===== config.mk =====
export PLATFORM = sky130hd
export DESIGN_NAME = alternating_shaker_sequencer
export DESIGN_NICKNAME = d
export VERILOG_FILES = /design/src/rtl/core/alt_shk_pkg.sv /design/src/rtl/core/alternating_shaker_sequencer.sv
export SDC_FILE = /design/constraint.sdc
export NUM_CORES = 1
export LEC_CHECK = 0
export CAP_MARGIN = 15
export CORE_MARGIN = 2
export CORE_UTILIZATION = 25
export CTS_CLUSTER_DIAMETER = 30
export DETAILED_ROUTE_END_ITERATION = 12
export DONT_BUFFER_PORTS = 1
export GPL_TIMING_DRIVEN = 0
export PLACE_DENSITY_LB_ADDON = 0.1
export SYNTH_ARGS = -nofsm -noshare
export SYNTH_HDL_FRONTEND = slang
export SYNTH_SLANG_ARGS = --single-unit

===== constraint.sdc =====
create_clock -name clk_i -period 6.1 [get_ports clk_i]
set_input_delay 0.61 -clock clk_i [delete_from_list [all_inputs] [get_ports clk_i]]
set_output_delay 0.61 -clock clk_i [all_outputs]
set_load 0.01 [all_outputs]

===== src/rtl/core/alt_shk_pkg.sv =====
// shared codes and helpers for the alternating shaker sequencer
`default_nettype none

package alt_shk_pkg;

  // command codes
  localparam logic [2:0] CMD_TICK   = 3'd0;
  localparam logic [2:0] CMD_RUN    = 3'd1;
  localparam logic [2:0] CMD_STOP   = 3'd2;
  localparam logic [2:0] CMD_RESET  = 3'd3;
  localparam logic [2:0] CMD_M1_ON  = 3'd4;
  localparam logic [2:0] CMD_M1_OFF = 3'd5;
  localparam logic [2:0] CMD_M2_ON  = 3'd6;
  localparam logic [2:0] CMD_M2_OFF = 3'd7;

  // sequencer phase codes
  localparam logic [1:0] PH_IDLE  = 2'd0;
  localparam logic [1:0] PH_ARMED = 2'd1;
  localparam logic [1:0] PH_ON    = 2'd2;
  localparam logic [1:0] PH_OFF   = 2'd3;

  // motor masks
  localparam logic [1:0] MOTOR_NONE = 2'd0;
  localparam logic [1:0] MOTOR_ONE  = 2'd1;
  localparam logic [1:0] MOTOR_TWO  = 2'd2;
  localparam logic [1:0] MOTOR_BOTH = 2'd3;

  // configuration register indexes
  localparam logic [2:0] REG_ON_TIME    = 3'd0;
  localparam logic [2:0] REG_OFF_TIME   = 3'd1;
  localparam logic [2:0] REG_LOOP_LIMIT = 3'd2;
  localparam logic [2:0] REG_SHAKE_ALWS = 3'd3;
  localparam logic [2:0] REG_BLOCK_TIME = 3'd4;

  localparam int unsigned MS_PER_SEC = 1000;
  localparam int unsigned MS_W       = 26;   // 65535 s in ms fits in 26 bits

  typedef logic [MS_W-1:0] ms_t;

  // seconds to milliseconds, a constant multiply
  function automatic ms_t sec_to_ms(input logic [15:0] sec);
    sec_to_ms = ms_t'({10'd0, sec} * ms_t'(MS_PER_SEC));
  endfunction

endpackage

`default_nettype wire


===== src/rtl/core/alternating_shaker_sequencer.sv =====
// Alternating shaker sequencer top level
// Path: input register, then state register, which doubles as the result register.
// Throughput: one item per cycle unless the output stalls.
// Time compares use thresholds converted to milliseconds when a register is written,
// so each item costs one subtract per timer and one compare per threshold.
// Reset: asynchronous active low; config returns to defaults, phase idle, motors off.
`default_nettype none

module alternating_shaker_sequencer import alt_shk_pkg::*; (
  input  wire logic        clk_i,
  input  wire logic        rst_ni,
  // configuration write port
  input  wire logic        cfg_we_i,
  input  wire logic [2:0]  cfg_idx_i,
  input  wire logic [15:0] cfg_data_i,
  // input channel
  input  wire logic        in_valid_i,
  output logic             in_stall_o,
  input  wire logic [2:0]  command_i,
  input  wire logic [31:0] now_ms_i,
  // result channel
  output logic             out_valid_o,
  input  wire logic        out_stall_i,
  output logic             motor_one_drive_o,
  output logic             motor_two_drive_o,
  output logic             run_active_o,
  output logic [7:0]       loop_progress_o,
  output logic [31:0]      total_shakes_o,
  output logic [31:0]      total_runs_o
);

  // configuration registers, times held in milliseconds
  ms_t        on_ms_q, off_ms_q, block_ms_q;
  logic [7:0] loop_limit_q;
  logic       shake_always_q;

  always_ff @(posedge clk_i or negedge rst_ni) begin
    if (!rst_ni) begin
      on_ms_q        <= sec_to_ms(16'd10);
      off_ms_q       <= sec_to_ms(16'd30);
      loop_limit_q   <= 8'd3;
      shake_always_q <= 1'b0;
      block_ms_q     <= sec_to_ms(16'd5);
    end else if (cfg_we_i) begin
      unique case (cfg_idx_i)
        REG_ON_TIME:    on_ms_q        <= sec_to_ms(cfg_data_i);
        REG_OFF_TIME:   off_ms_q       <= sec_to_ms(cfg_data_i);
        REG_LOOP_LIMIT: loop_limit_q   <= cfg_data_i[7:0];
        REG_SHAKE_ALWS: shake_always_q <= cfg_data_i[0];
        REG_BLOCK_TIME: block_ms_q     <= sec_to_ms(cfg_data_i);
        default: ;
      endcase
    end
  end

  // handshake control
  logic        s0_valid_q, out_valid_q;
  logic [2:0]  s0_cmd_q;
  logic [31:0] s0_now_q;
  logic        advance, s0_take, s0_fire;

  assign advance    = !out_valid_q || !out_stall_i;
  assign in_stall_o = s0_valid_q && !advance;
  assign s0_take    = in_valid_i && !in_stall_o;
  assign s0_fire    = s0_valid_q && advance;

  always_ff @(posedge clk_i or negedge rst_ni) begin
    if (!rst_ni) begin
      s0_valid_q  <= 1'b0;
      out_valid_q <= 1'b0;
    end else begin
      if (s0_take) begin
        s0_valid_q <= 1'b1;
      end else if (s0_fire) begin
        s0_valid_q <= 1'b0;
      end
      if (advance) begin
        out_valid_q <= s0_valid_q;
      end
    end
  end

  // input register payload
  always_ff @(posedge clk_i) begin
    if (s0_take) begin
      s0_cmd_q <= command_i;
      s0_now_q <= now_ms_i;
    end
  end

  // sequencer state
  logic [1:0]  phase_q, phase_d;
  logic [1:0]  active_q, active_d;
  logic [1:0]  drive_q, drive_d;
  logic [31:0] phase_stamp_q, phase_stamp_d;
  logic [31:0] block_stamp_q, block_stamp_d;
  logic        block_valid_q, block_valid_d;
  logic [7:0]  loop_q, loop_d;
  logic [31:0] shakes_q, shakes_d;
  logic [31:0] runs_q, runs_d;
  logic        running_q, running_d;

  // timer compares
  logic [31:0] phase_elapsed, block_elapsed;
  logic        on_done, off_done, blocked, on_ok;
  logic [1:0]  active_inc;
  logic [7:0]  loop_inc;

  assign phase_elapsed = s0_now_q - phase_stamp_q;
  assign block_elapsed = s0_now_q - block_stamp_q;
  assign on_done       = phase_elapsed >= {6'd0, on_ms_q};
  assign off_done      = phase_elapsed >= {6'd0, off_ms_q};
  assign blocked       = block_valid_q && (block_elapsed < {6'd0, block_ms_q});
  assign on_ok         = (drive_q == MOTOR_NONE) && !blocked;
  assign active_inc    = active_q + 2'd1;
  assign loop_inc      = loop_q + 8'd1;

  // next state for one item
  always_comb begin
    phase_d       = phase_q;
    active_d      = active_q;
    drive_d       = drive_q;
    phase_stamp_d = phase_stamp_q;
    block_stamp_d = block_stamp_q;
    block_valid_d = block_valid_q;
    loop_d        = loop_q;
    shakes_d      = shakes_q;
    runs_d        = runs_q;
    running_d     = running_q;

    unique case (s0_cmd_q) inside
      CMD_TICK: begin
        unique case (phase_q)
          PH_ARMED: begin
            runs_d        = runs_q + 32'd1;
            phase_stamp_d = s0_now_q;
            loop_d        = 8'd0;
            phase_d       = PH_ON;
            running_d     = 1'b1;
            active_d      = MOTOR_ONE;
            if (on_ok) begin
              drive_d = drive_q | MOTOR_ONE;
            end
          end
          PH_ON: begin
            if (on_done) begin
              // switch-off at end of on phase
              if (drive_q != MOTOR_NONE) begin
                block_stamp_d = s0_now_q;
                block_valid_d = 1'b1;
              end
              drive_d  = drive_q & ~active_q;
              active_d = (active_inc == MOTOR_BOTH) ? MOTOR_ONE : active_inc;
              shakes_d = shakes_q + 32'd1;
              if (!shake_always_q && (loop_inc >= loop_limit_q)) begin
                loop_d    = loop_inc;
                phase_d   = PH_IDLE;
                running_d = 1'b0;
              end else begin
                if (!shake_always_q) begin
                  loop_d = loop_inc;
                end
                phase_d       = PH_OFF;
                phase_stamp_d = s0_now_q;
              end
            end
          end
          PH_OFF: begin
            if (off_done) begin
              if (on_ok) begin
                drive_d = drive_q | active_q;
              end
              phase_d       = PH_ON;
              phase_stamp_d = s0_now_q;
            end
          end
          default: ;
        endcase
      end
      CMD_RUN: begin
        phase_d = PH_ARMED;
      end
      CMD_STOP, CMD_RESET: begin
        if (drive_q != MOTOR_NONE) begin
          block_stamp_d = s0_now_q;
          block_valid_d = 1'b1;
        end
        drive_d   = MOTOR_NONE;
        phase_d   = PH_IDLE;
        running_d = 1'b0;
        if (s0_cmd_q == CMD_RESET) begin
          runs_d   = 32'd0;
          shakes_d = 32'd0;
          loop_d   = 8'd0;
        end
      end
      CMD_M1_ON, CMD_M2_ON: begin
        if (on_ok) begin
          drive_d = drive_q | ((s0_cmd_q == CMD_M1_ON) ? MOTOR_ONE : MOTOR_TWO);
        end
      end
      default: begin
        // manual switch-off of one motor
        if (drive_q != MOTOR_NONE) begin
          block_stamp_d = s0_now_q;
          block_valid_d = 1'b1;
        end
        drive_d = drive_q & ~((s0_cmd_q == CMD_M1_OFF) ? MOTOR_ONE : MOTOR_TWO);
      end
    endcase
  end

  // state register, also the result register
  always_ff @(posedge clk_i or negedge rst_ni) begin
    if (!rst_ni) begin
      phase_q       <= PH_IDLE;
      active_q      <= MOTOR_NONE;
      drive_q       <= MOTOR_NONE;
      phase_stamp_q <= 32'd0;
      block_stamp_q <= 32'd0;
      block_valid_q <= 1'b0;
      loop_q        <= 8'd0;
      shakes_q      <= 32'd0;
      runs_q        <= 32'd0;
      running_q     <= 1'b0;
    end else if (s0_fire) begin
      phase_q       <= phase_d;
      active_q      <= active_d;
      drive_q       <= drive_d;
      phase_stamp_q <= phase_stamp_d;
      block_stamp_q <= block_stamp_d;
      block_valid_q <= block_valid_d;
      loop_q        <= loop_d;
      shakes_q      <= shakes_d;
      runs_q        <= runs_d;
      running_q     <= running_d;
    end
  end

  // result outputs
  assign out_valid_o       = out_valid_q;
  assign motor_one_drive_o = drive_q[0];
  assign motor_two_drive_o = drive_q[1];
  assign run_active_o      = running_q;
  assign loop_progress_o   = loop_q;
  assign total_shakes_o    = shakes_q;
  assign total_runs_o      = runs_q;

endmodule

`default_nettype wire

==> results of run 1 <==
==> logic make-up (layout without fill, tap and decap cells) <==
kind of cell / after synthesis / in the layout / synth area share
multiplexers: 90 / 90 / 0.0606
AO/OA/AOI/OAI: 458 / 458 / 0.159
adder cells (fa/ha/maj): 248 / 248 / 0.191
AND/OR/NAND/NOR: 483 / 483 / 0.127
flip-flops: 259 / 259 / 0.363
XOR/XNOR: 99 / 99 / 0.0471
other: 0 / 1 / 0
buffers and inverters: 239 / 400 / 0.0519
==> area by class of cell <==
| cell class | instances | area [um2] |
|---|---|---|
| multi-input combinational | 1378 | 10800 |
| sequential | 259 | 6680 |
| buffer | 48 | 245 |
| antenna | 1 | 2.50 |
| tap | 959 | 1200 |
| clock buffer | 100 | 2210 |
| inverter | 191 | 717 |
| fill | 7543 | 50300 |
| clock inverter | 55 | 716 |
| timing repair buffer | 6 | 87.6 |
==> synthesized netlist by cell type (5+ instances only) <==
cell       number
o211ai_1       12
and3_1         42
and2_1         11
nor2_1        115
nand3_1        53
fa_1           55
buf_2           5
clkbuf_1       38
ha_1          193
mux2i_1         6
a21o_1         51
edfxtp_1       35
nand3b_1        6
mux2_4         29
nand2_1       134
a2111oi_0       6
o21a_1         14
mux2_2         55
nor3_1         25
or3_1           7
o31ai_1        18
o21bai_1       11
inv_1         190
a31oi_1        18
a21oi_1        87
xor2_1         45
nand2b_1       37
dfstp_2        19
dfrtp_1       205
nor2b_1        17
xnor2_1        54
a41o_1          6
nand4_1        21
a211oi_1        7
o41ai_1         7
o21ai_0       169
==> critical path, stage by stage, from the launching register on <==
cell      delay [ns]
edfxtp_1        0.37
inv_1           0.06
ha_1            0.22
fa_1            0.40
nand2b_1        0.20
a21oi_1         0.21
nand2b_1        0.15
and2_1          0.19
o21ai_0         0.09
nand2b_1        0.11
nand3_1         0.08
and2_1          0.20
xnor2_1         0.41
ha_1            0.22
nand3_1         0.11
nor2_1          0.15
o311ai_0        0.20
a31oi_1         0.38
o21ai_2         0.17
o211a_1         0.22
a21oi_2         0.20
a21boi_1        0.10
or4_4           0.52
buf_6           0.19
buf_8           0.18
mux2_4          0.31
==> cells in the final DEF (no fill, tap or decap), types with 11 or more instances in the layout <==
cell type / count
o21a_1: 13
nor2_1: 115
xnor2_1: 54
fa_1: 55
nand2b_1: 37
o21ai_0: 168
nand3_1: 53
and3_1: 42
inv_1: 190
clkbuf_16: 83
mux2_4: 29
bufinv_16: 11
a21oi_1: 87
o31ai_1: 18
ha_1: 193
clkbuf_1: 45
dfrtp_1: 205
nand2_1: 134
dfstp_2: 19
nor2b_1: 17
mux2_2: 55
a21o_1: 51
a31oi_1: 18
clkinv_2: 24
o211ai_1: 12
nand4_1: 21
nor3_1: 23
edfxtp_1: 35
xor2_1: 45
==> worst min-delay path by stage <==
stage	to	slack, ns
after CTS	s0_cmd_q[2]	0.04
after floorplan	active_q[0]	0.31
after global routing	s0_cmd_q[2]	0.05
final	s0_cmd_q[2]	0.09
after global placement	shake_always_q	0.35
after detailed placement	shake_always_q	0.35
==> power by group through the flow <==
stage	sequential, W	clock [W]	combinational, W
final	0.00258	0.00439	0.00612
after global placement	0.00260	0	0.00602
after floorplan	0.00250	0	0.00441
after detailed placement	0.00261	0	0.00606
after CTS	0.00259	0.00449	0.00616
after global routing	0.00266	0.00460	0.00701
==> per-stage QoR <==
step / instance area [um2] / std cells / util
floorplan: 18400 / 1876 / -
global placement: 19600 / 2835 / 0.269
detailed placement: 19600 / 2836 / 0.269
CTS: 22600 / 2992 / 0.310
global route: 22700 / 2997 / 0.311
finish: 22700 / 2997 / 0.311
==> repair_timing <==
action | 4_1_cts | 5_1_grt
setup endpoints to repair | 66 | 93
hold buffers | 1 | 0
pin swaps | 0 | 2
buffers inserted | 0 | 3
gates resized for setup | 9 | 11
hold endpoints to repair | 224 | 0
==> sequential cells by signal, summed over array words and instances, names as in the netlist <==
register	cells
active_q	2
block_ms_q	23
block_stamp_q	32
block_valid_q	1
drive_q	2
loop_limit_q	8
loop_progress_o	8
off_ms_q	23
on_ms_q	23
out_valid_o	1
phase_q	2
phase_stamp_q	32
run_active_o	1
s0_cmd_q	3
s0_now_q	32
s0_valid_q	1
shake_always_q	1
total_runs_o	32
total_shakes_o	32
==> metal layers <==
layer	GRT usage	wire (um)
met3	0.0284	1970
met4	0.0461	1100
met5	0	0
met2	0.219	23900
met1	0.191	25100
==> results.md, run 1 <==
- Die area: 75800 um2
- Die width: around 280 um
- Tmin final: 5.75 ns
- PortBufs: 0
- Top-area cell type share of the netlist area: 0.279
- TritonCTS clock tree: yes
- Leak: 10.4 nW
- RSZ-0062 raised after global routing: false
- Final worst slack: 0.347 ns
- # clock sinks: 259
- Pre-CTS WS: -0.555 ns
- Reg2Reg Setup Slack: 0.35 ns
- Post-synth EDFFs: 35
- Reg-to-Reg End: block_stamp_q[26]
- CP Launch Point: s0_now_q[0]
- Pre-antenna DRT Iters: 4
- Clk_skew: ~0.033 ns
- Crit path arrival time: 6.23 ns
- Final nets: between 2k and 2.5k
- Num CTS Buffers: slightly above 80
- Drt wl/cell: ~17 um
- Seq/Total Area, Yosys: 0.363
- Seq cells post-synth: 259
- Crit. End Element: flip-flop
- Net Count, Synth: 2183
- CTS max path bufs: 3
- Ys Warns: 0
- Setup Viol. Count Final: 0
- Worst setup SP type: flip-flop
- Slew Limit Fails: 0
- Die Ht: 275 um
- P_int: 0.00787 W
- Congestion Overflow GR: 0
- Final Hold Fails: 0
- FF-to-FF Start: s0_now_q[0]
- First-pass GRT wire length: about 80 mm
- Num rows: 99
- Setup_tns: 0 ns
- Max IR drop VDD: 0.230 mV
- Worst hold stages: 0
- IO Count: between 100 and 150
- Tightest Pin Transition: about 1.2 ns
- Routed vias: 13.8k
- Clock transition at path regs: ~0.04 ns
- Largest net degree at the start of global routing: 225
- DP Wirelength: about 40 mm
- Final Cycle Share: 0.943
- PwrDens: 577 nW/um2
- DRC viols: 0
- Worst-path maximum fanout: 10
- Sw Ratio: 0.399
- CP required: 6.58 ns
- Layout area overhead: 23.3%
- Routed wire length: 52.1 mm
- H-tree levels: 3
- Number of global-route vias before repair: 14.3k
- Hold WS: 0.0885 ns
- Post-synth ARST share: 0.865
- Cell accounting for the most synthesized area: dfrtp_1
- Total track usage: 0.139
- Hold Crit Start: command_i[2]
- MaxCap Viol Count: 0
- R2R depth: 25
- Status: finished, final reports clean
- Switching Power: 0.00522 W
- Rel. slew slack: 0.192
- Ys flop type: dfrtp_1
- Fmax: 174 MHz
- Combinational Power Share: 0.468
- Core area: approximately 73000 um2
- Reg power frac: 0.197
- Post-DRT Antenna Nets: 0
- Dominant cells by area after synthesis: dfrtp_1, ha_1, fa_1, edfxtp_1, o21ai_0
- Total power: roughly 0.013 W
- Initial antenna violation count: 1
- Crit path kind: reg -> reg
- DRT iter0 DRCs: 611
- Post-synthesis cell area: 18400 um2
- Vias per cell: 4.61
- Worst-Skew Late Latency: a little over 0.6 ns
- Share of total power in the clock network: 0.335
- HP Class: in -> reg
- CP endpoint: block_stamp_q[26]
- Post-Synthesis Cells: 1876
- Starting Density: 0.252
- Ratio of cells with drive above 1 in the final layout: 0.141
- Synth unique cells: 76
- Syn Area/Cell: 9.80 um2
- Clock Tree Root: clkbuf_16
- GP Congestion: a little under 0.8
No activity file was read; power rests on OpenSTA's default activity.
==> run 2: changes to the inputs <==
--- a/config.mk
+++ b/config.mk
@@ -8,11 +8,14 @@
 export CAP_MARGIN = 15
 export CORE_MARGIN = 2
 export CORE_UTILIZATION = 25
+export CTS_BUF_LIST = sky130_fd_sc_hd__clkbuf_4
 export CTS_CLUSTER_DIAMETER = 30
 export DETAILED_ROUTE_END_ITERATION = 12
 export DONT_BUFFER_PORTS = 1
 export GPL_TIMING_DRIVEN = 0
 export PLACE_DENSITY_LB_ADDON = 0.1
+export SETUP_SLACK_MARGIN = 0.4
 export SYNTH_ARGS = -nofsm -noshare
 export SYNTH_HDL_FRONTEND = slang
 export SYNTH_SLANG_ARGS = --single-unit
+export TNS_END_PERCENT = 100
==> results.md, run 2 (synthesized netlist as in run 1, its figures left out) <==
- Reg-to-Reg End: block_stamp_q[10]
- DP Wirelength: 39.5 mm (unchanged)
- FF-to-FF Start: s0_now_q[16]
- First-pass GRT wire length: 82.3 mm (+0.61%)
- Drt wl/cell: 17.1 um (-1.4%)
- Die width: 275 um (unchanged)
- R2R depth: 21 (-16%)
- Largest net degree at the start of global routing: 225 (unchanged)
- RSZ-0062 raised after global routing: true
- TritonCTS clock tree: yes
- Worst setup SP type: flip-flop
- Crit-path slowest cell: or4_4
- Tmin final: 5.50 ns (-0.258 ns)
- PortBufs: 0 (unchanged)
- IO Count: 136 (unchanged)
- Status: finished, final reports clean
- DP Cell Count: 2836 (unchanged)
- Final worst slack: 0.605 ns (+0.258 ns)
- Slew Limit Fails: 0 (unchanged)
- Clock Tree Root: clkbuf_4
- Reg2Reg Setup Slack: 0.60 ns (+0.26 ns)
- Final Cycle Share: 0.901 (-0.0423)
- Most frequent cells in the layout: dfrtp_1, ha_1, inv_1, o21ai_0, nand2_1
- Pre-CTS WS: -0.555 ns (unchanged)
- Clk_skew: 0.0792 ns (+0.0466 ns)
- Crit path kind: reg -> reg
- Total track usage: 0.140 (+0.000594)
- PwrDens: 502 nW/um2 (-13%)
- Num rows: 99 (unchanged)
- Worst Path Buf+Inv: 3 (unchanged)
- Pre-antenna DRT Iters: 4 (unchanged)
- Leak: 9.95 nW (-4.5%)
- MaxCap Viol Count: 0 (unchanged)
- Worst-Skew Late Latency: 0.85 ns (+0.23 ns)
- Crit path arrival time: 6.17 ns (-0.06 ns)
- Worst hold stages: 3 (+3)
- CP required: 6.78 ns (+0.20 ns)
- Max IR drop VDD: 0.158 mV (-32%)
- Design Area, Final: 21600 um2 (-4.8%)
- Final Hold Fails: 0 (unchanged)
- Tightest Pin Transition: 1.38 ns (+0.164 ns)
- Final Util: 0.296 (-0.0149)
- Die area: 75800 um2 (unchanged)
- Fmax: 182 MHz (+4.7%)
- Ratio of cells with drive above 1 in the final layout: 0.146 (+0.00475)
- DRT iter0 DRCs: 575 (-5.9%)
- Max incr delay on CP: 0.52 ns (about the same)
- Rel. slew slack: 0.0828 (-0.110)
- Post-DRT Antenna Nets: 0 (unchanged)
- Crit. End Element: flip-flop
- H-tree levels: 3 (unchanged)
- Fillers: 7701 (+2.1%)
- Routed wire length: 52.4 mm (+0.59%)
- DRC viols: 0 (unchanged)
- Post-Place Cell Area: 19600 um2 (unchanged)
- Setup Viol. Count Final: 0 (unchanged)
- Vias per cell: 4.59 (-0.35%)
- Die Ht: 275 um (unchanged)
- GP Congestion: 0.784 (unchanged)
- HP Class: in -> reg
- CTS max path bufs: 3 (unchanged)
- CP most frequent cell: a21o_1
- Layout Cells excl Fill: 3056 (+2.0%)
- Clock transition at path regs: 0.06 ns (+0.02 ns)
- Final nets: 2333 (+2.6%)
- Hold WS: 0.126 ns (+0.0377 ns)
- Core area: 73000 um2 (unchanged)
- Num CTS Buffers: 90 (+8.4%)
- Layout area overhead: 17.4%
- # clock sinks: 259 (unchanged)
- Most common cell after layout, fill and taps aside: dfrtp_1
- Hold worst-path end: loop_limit_q[2]
- Initial antenna violation count: 2 (+1)
- Routed vias: 14.0k (+1.6%)
- Number of global-route vias before repair: 14.5k (+1.5%)
- Worst-path maximum fanout: 10 (unchanged)
- Hold Crit Start: cfg_idx_i[0]
- Congestion Overflow GR: 0 (unchanged)
- CP delay by family, top: compound AO/OA/AOI/OAI gates
- Stages on the worst setup path: 21 (-16%)
- Starting Density: 0.252 (unchanged)
- Crit path cell chain: ha_1 > buf_2 > a21o_1 > a21o_1 > a21o_1 > a31oi_1 > nand2_1 > a21o_1 > a21oi_1 > xnor2_1 > ha_1 > nand3_1 > o41ai_4 > o21ai_4 > o211a_4 > a21oi_2 > a21boi_1 > or4_4 > buf_6 > buf_12 > mux2_4
run 2: cell count changes in the layout (fill, tap and decap cells not counted), sizes merged:
cell         previous run  this run
clkinvlp                6         0
diode                   1         3
bufinv                 11         1
dlygate4sd3             0        49
clkbuf                139       163
buf                    15        16
clkinv                 35        34
run 2: tightest hold or removal path, cell delays in order:
cell	delay (ns)
nor2_1	0.12
nand2_1	0.10
o21ai_0	0.06
run 2: report_power, final:
part	internal (W)	switching (W)	leakage, nW
Clock	0.000981	0.000887	0.674
Sequential	0.00226	0.000318	3.15
Combinational	0.00267	0.00371	6.12
run 2: routing by layer:
layer,GRT usage,vias to the layer above,share of wire,wire length (um)
met1,0.189,6735,0.48,24900
met2,0.223,223,0.46,24100
li1,-,6990,-,-
met5,0,-,0.00032,17
met3,0.0289,82,0.041,2150
met4,0.0465,2,0.023,1190
run 2: how the worst max path moves through the flow:
| stage | from | endpoint | slack, ns |
|---|---|---|---|
| detailed placement | s0_now_q[2] | phase_stamp_q[25] | -0.56 |
| finish | s0_now_q[16] | block_stamp_q[10] | 0.60 |
| CTS | s0_now_q[0] | phase_q[0] | 0.38 |
| global route | s0_now_q[14] | drive_q[0] | 0.28 |
| global placement | s0_now_q[2] | phase_stamp_q[28] | -0.57 |
| floorplan | cfg_data_i[2] | on_ms_q[25] | 1.25 |
run 2: stage by stage:
| step | total power (W) | setup TNS, ns |
|---|---|---|
| CTS | 0.0108 | 0 |
| finish | 0.0108 | 0 |
| global route | 0.0120 | 0 |
| global placement | 0.00862 | -19.74 |
| floorplan | 0.00691 | 0 |
| detailed placement | 0.00866 | -18.92 |
run 2: repair_timing:
item,CTS,global route
hold endpoints to repair,276,0
hold buffers,50,0
setup endpoints to repair,105,106
pin swaps,3,7
setup buffers,4,2
gates resized for setup,18,34
run 2: layout make-up:
type / instances / area, um2 / area share
Antenna cell: 3 / 7.51 / 0.000348
Clock inverter: 38 / 211 / 0.00980
Multi-Input combinational cell: 1378 / 11000 / 0.509
Clock buffer: 122 / 916 / 0.0424
Timing Repair Buffer: 58 / 601 / 0.0278
Tap cell: 959 / 1200 / 0.0556
Buffer: 48 / 260 / 0.0121
Inverter: 191 / 717 / 0.0332
Sequential cell: 259 / 6680 / 0.309
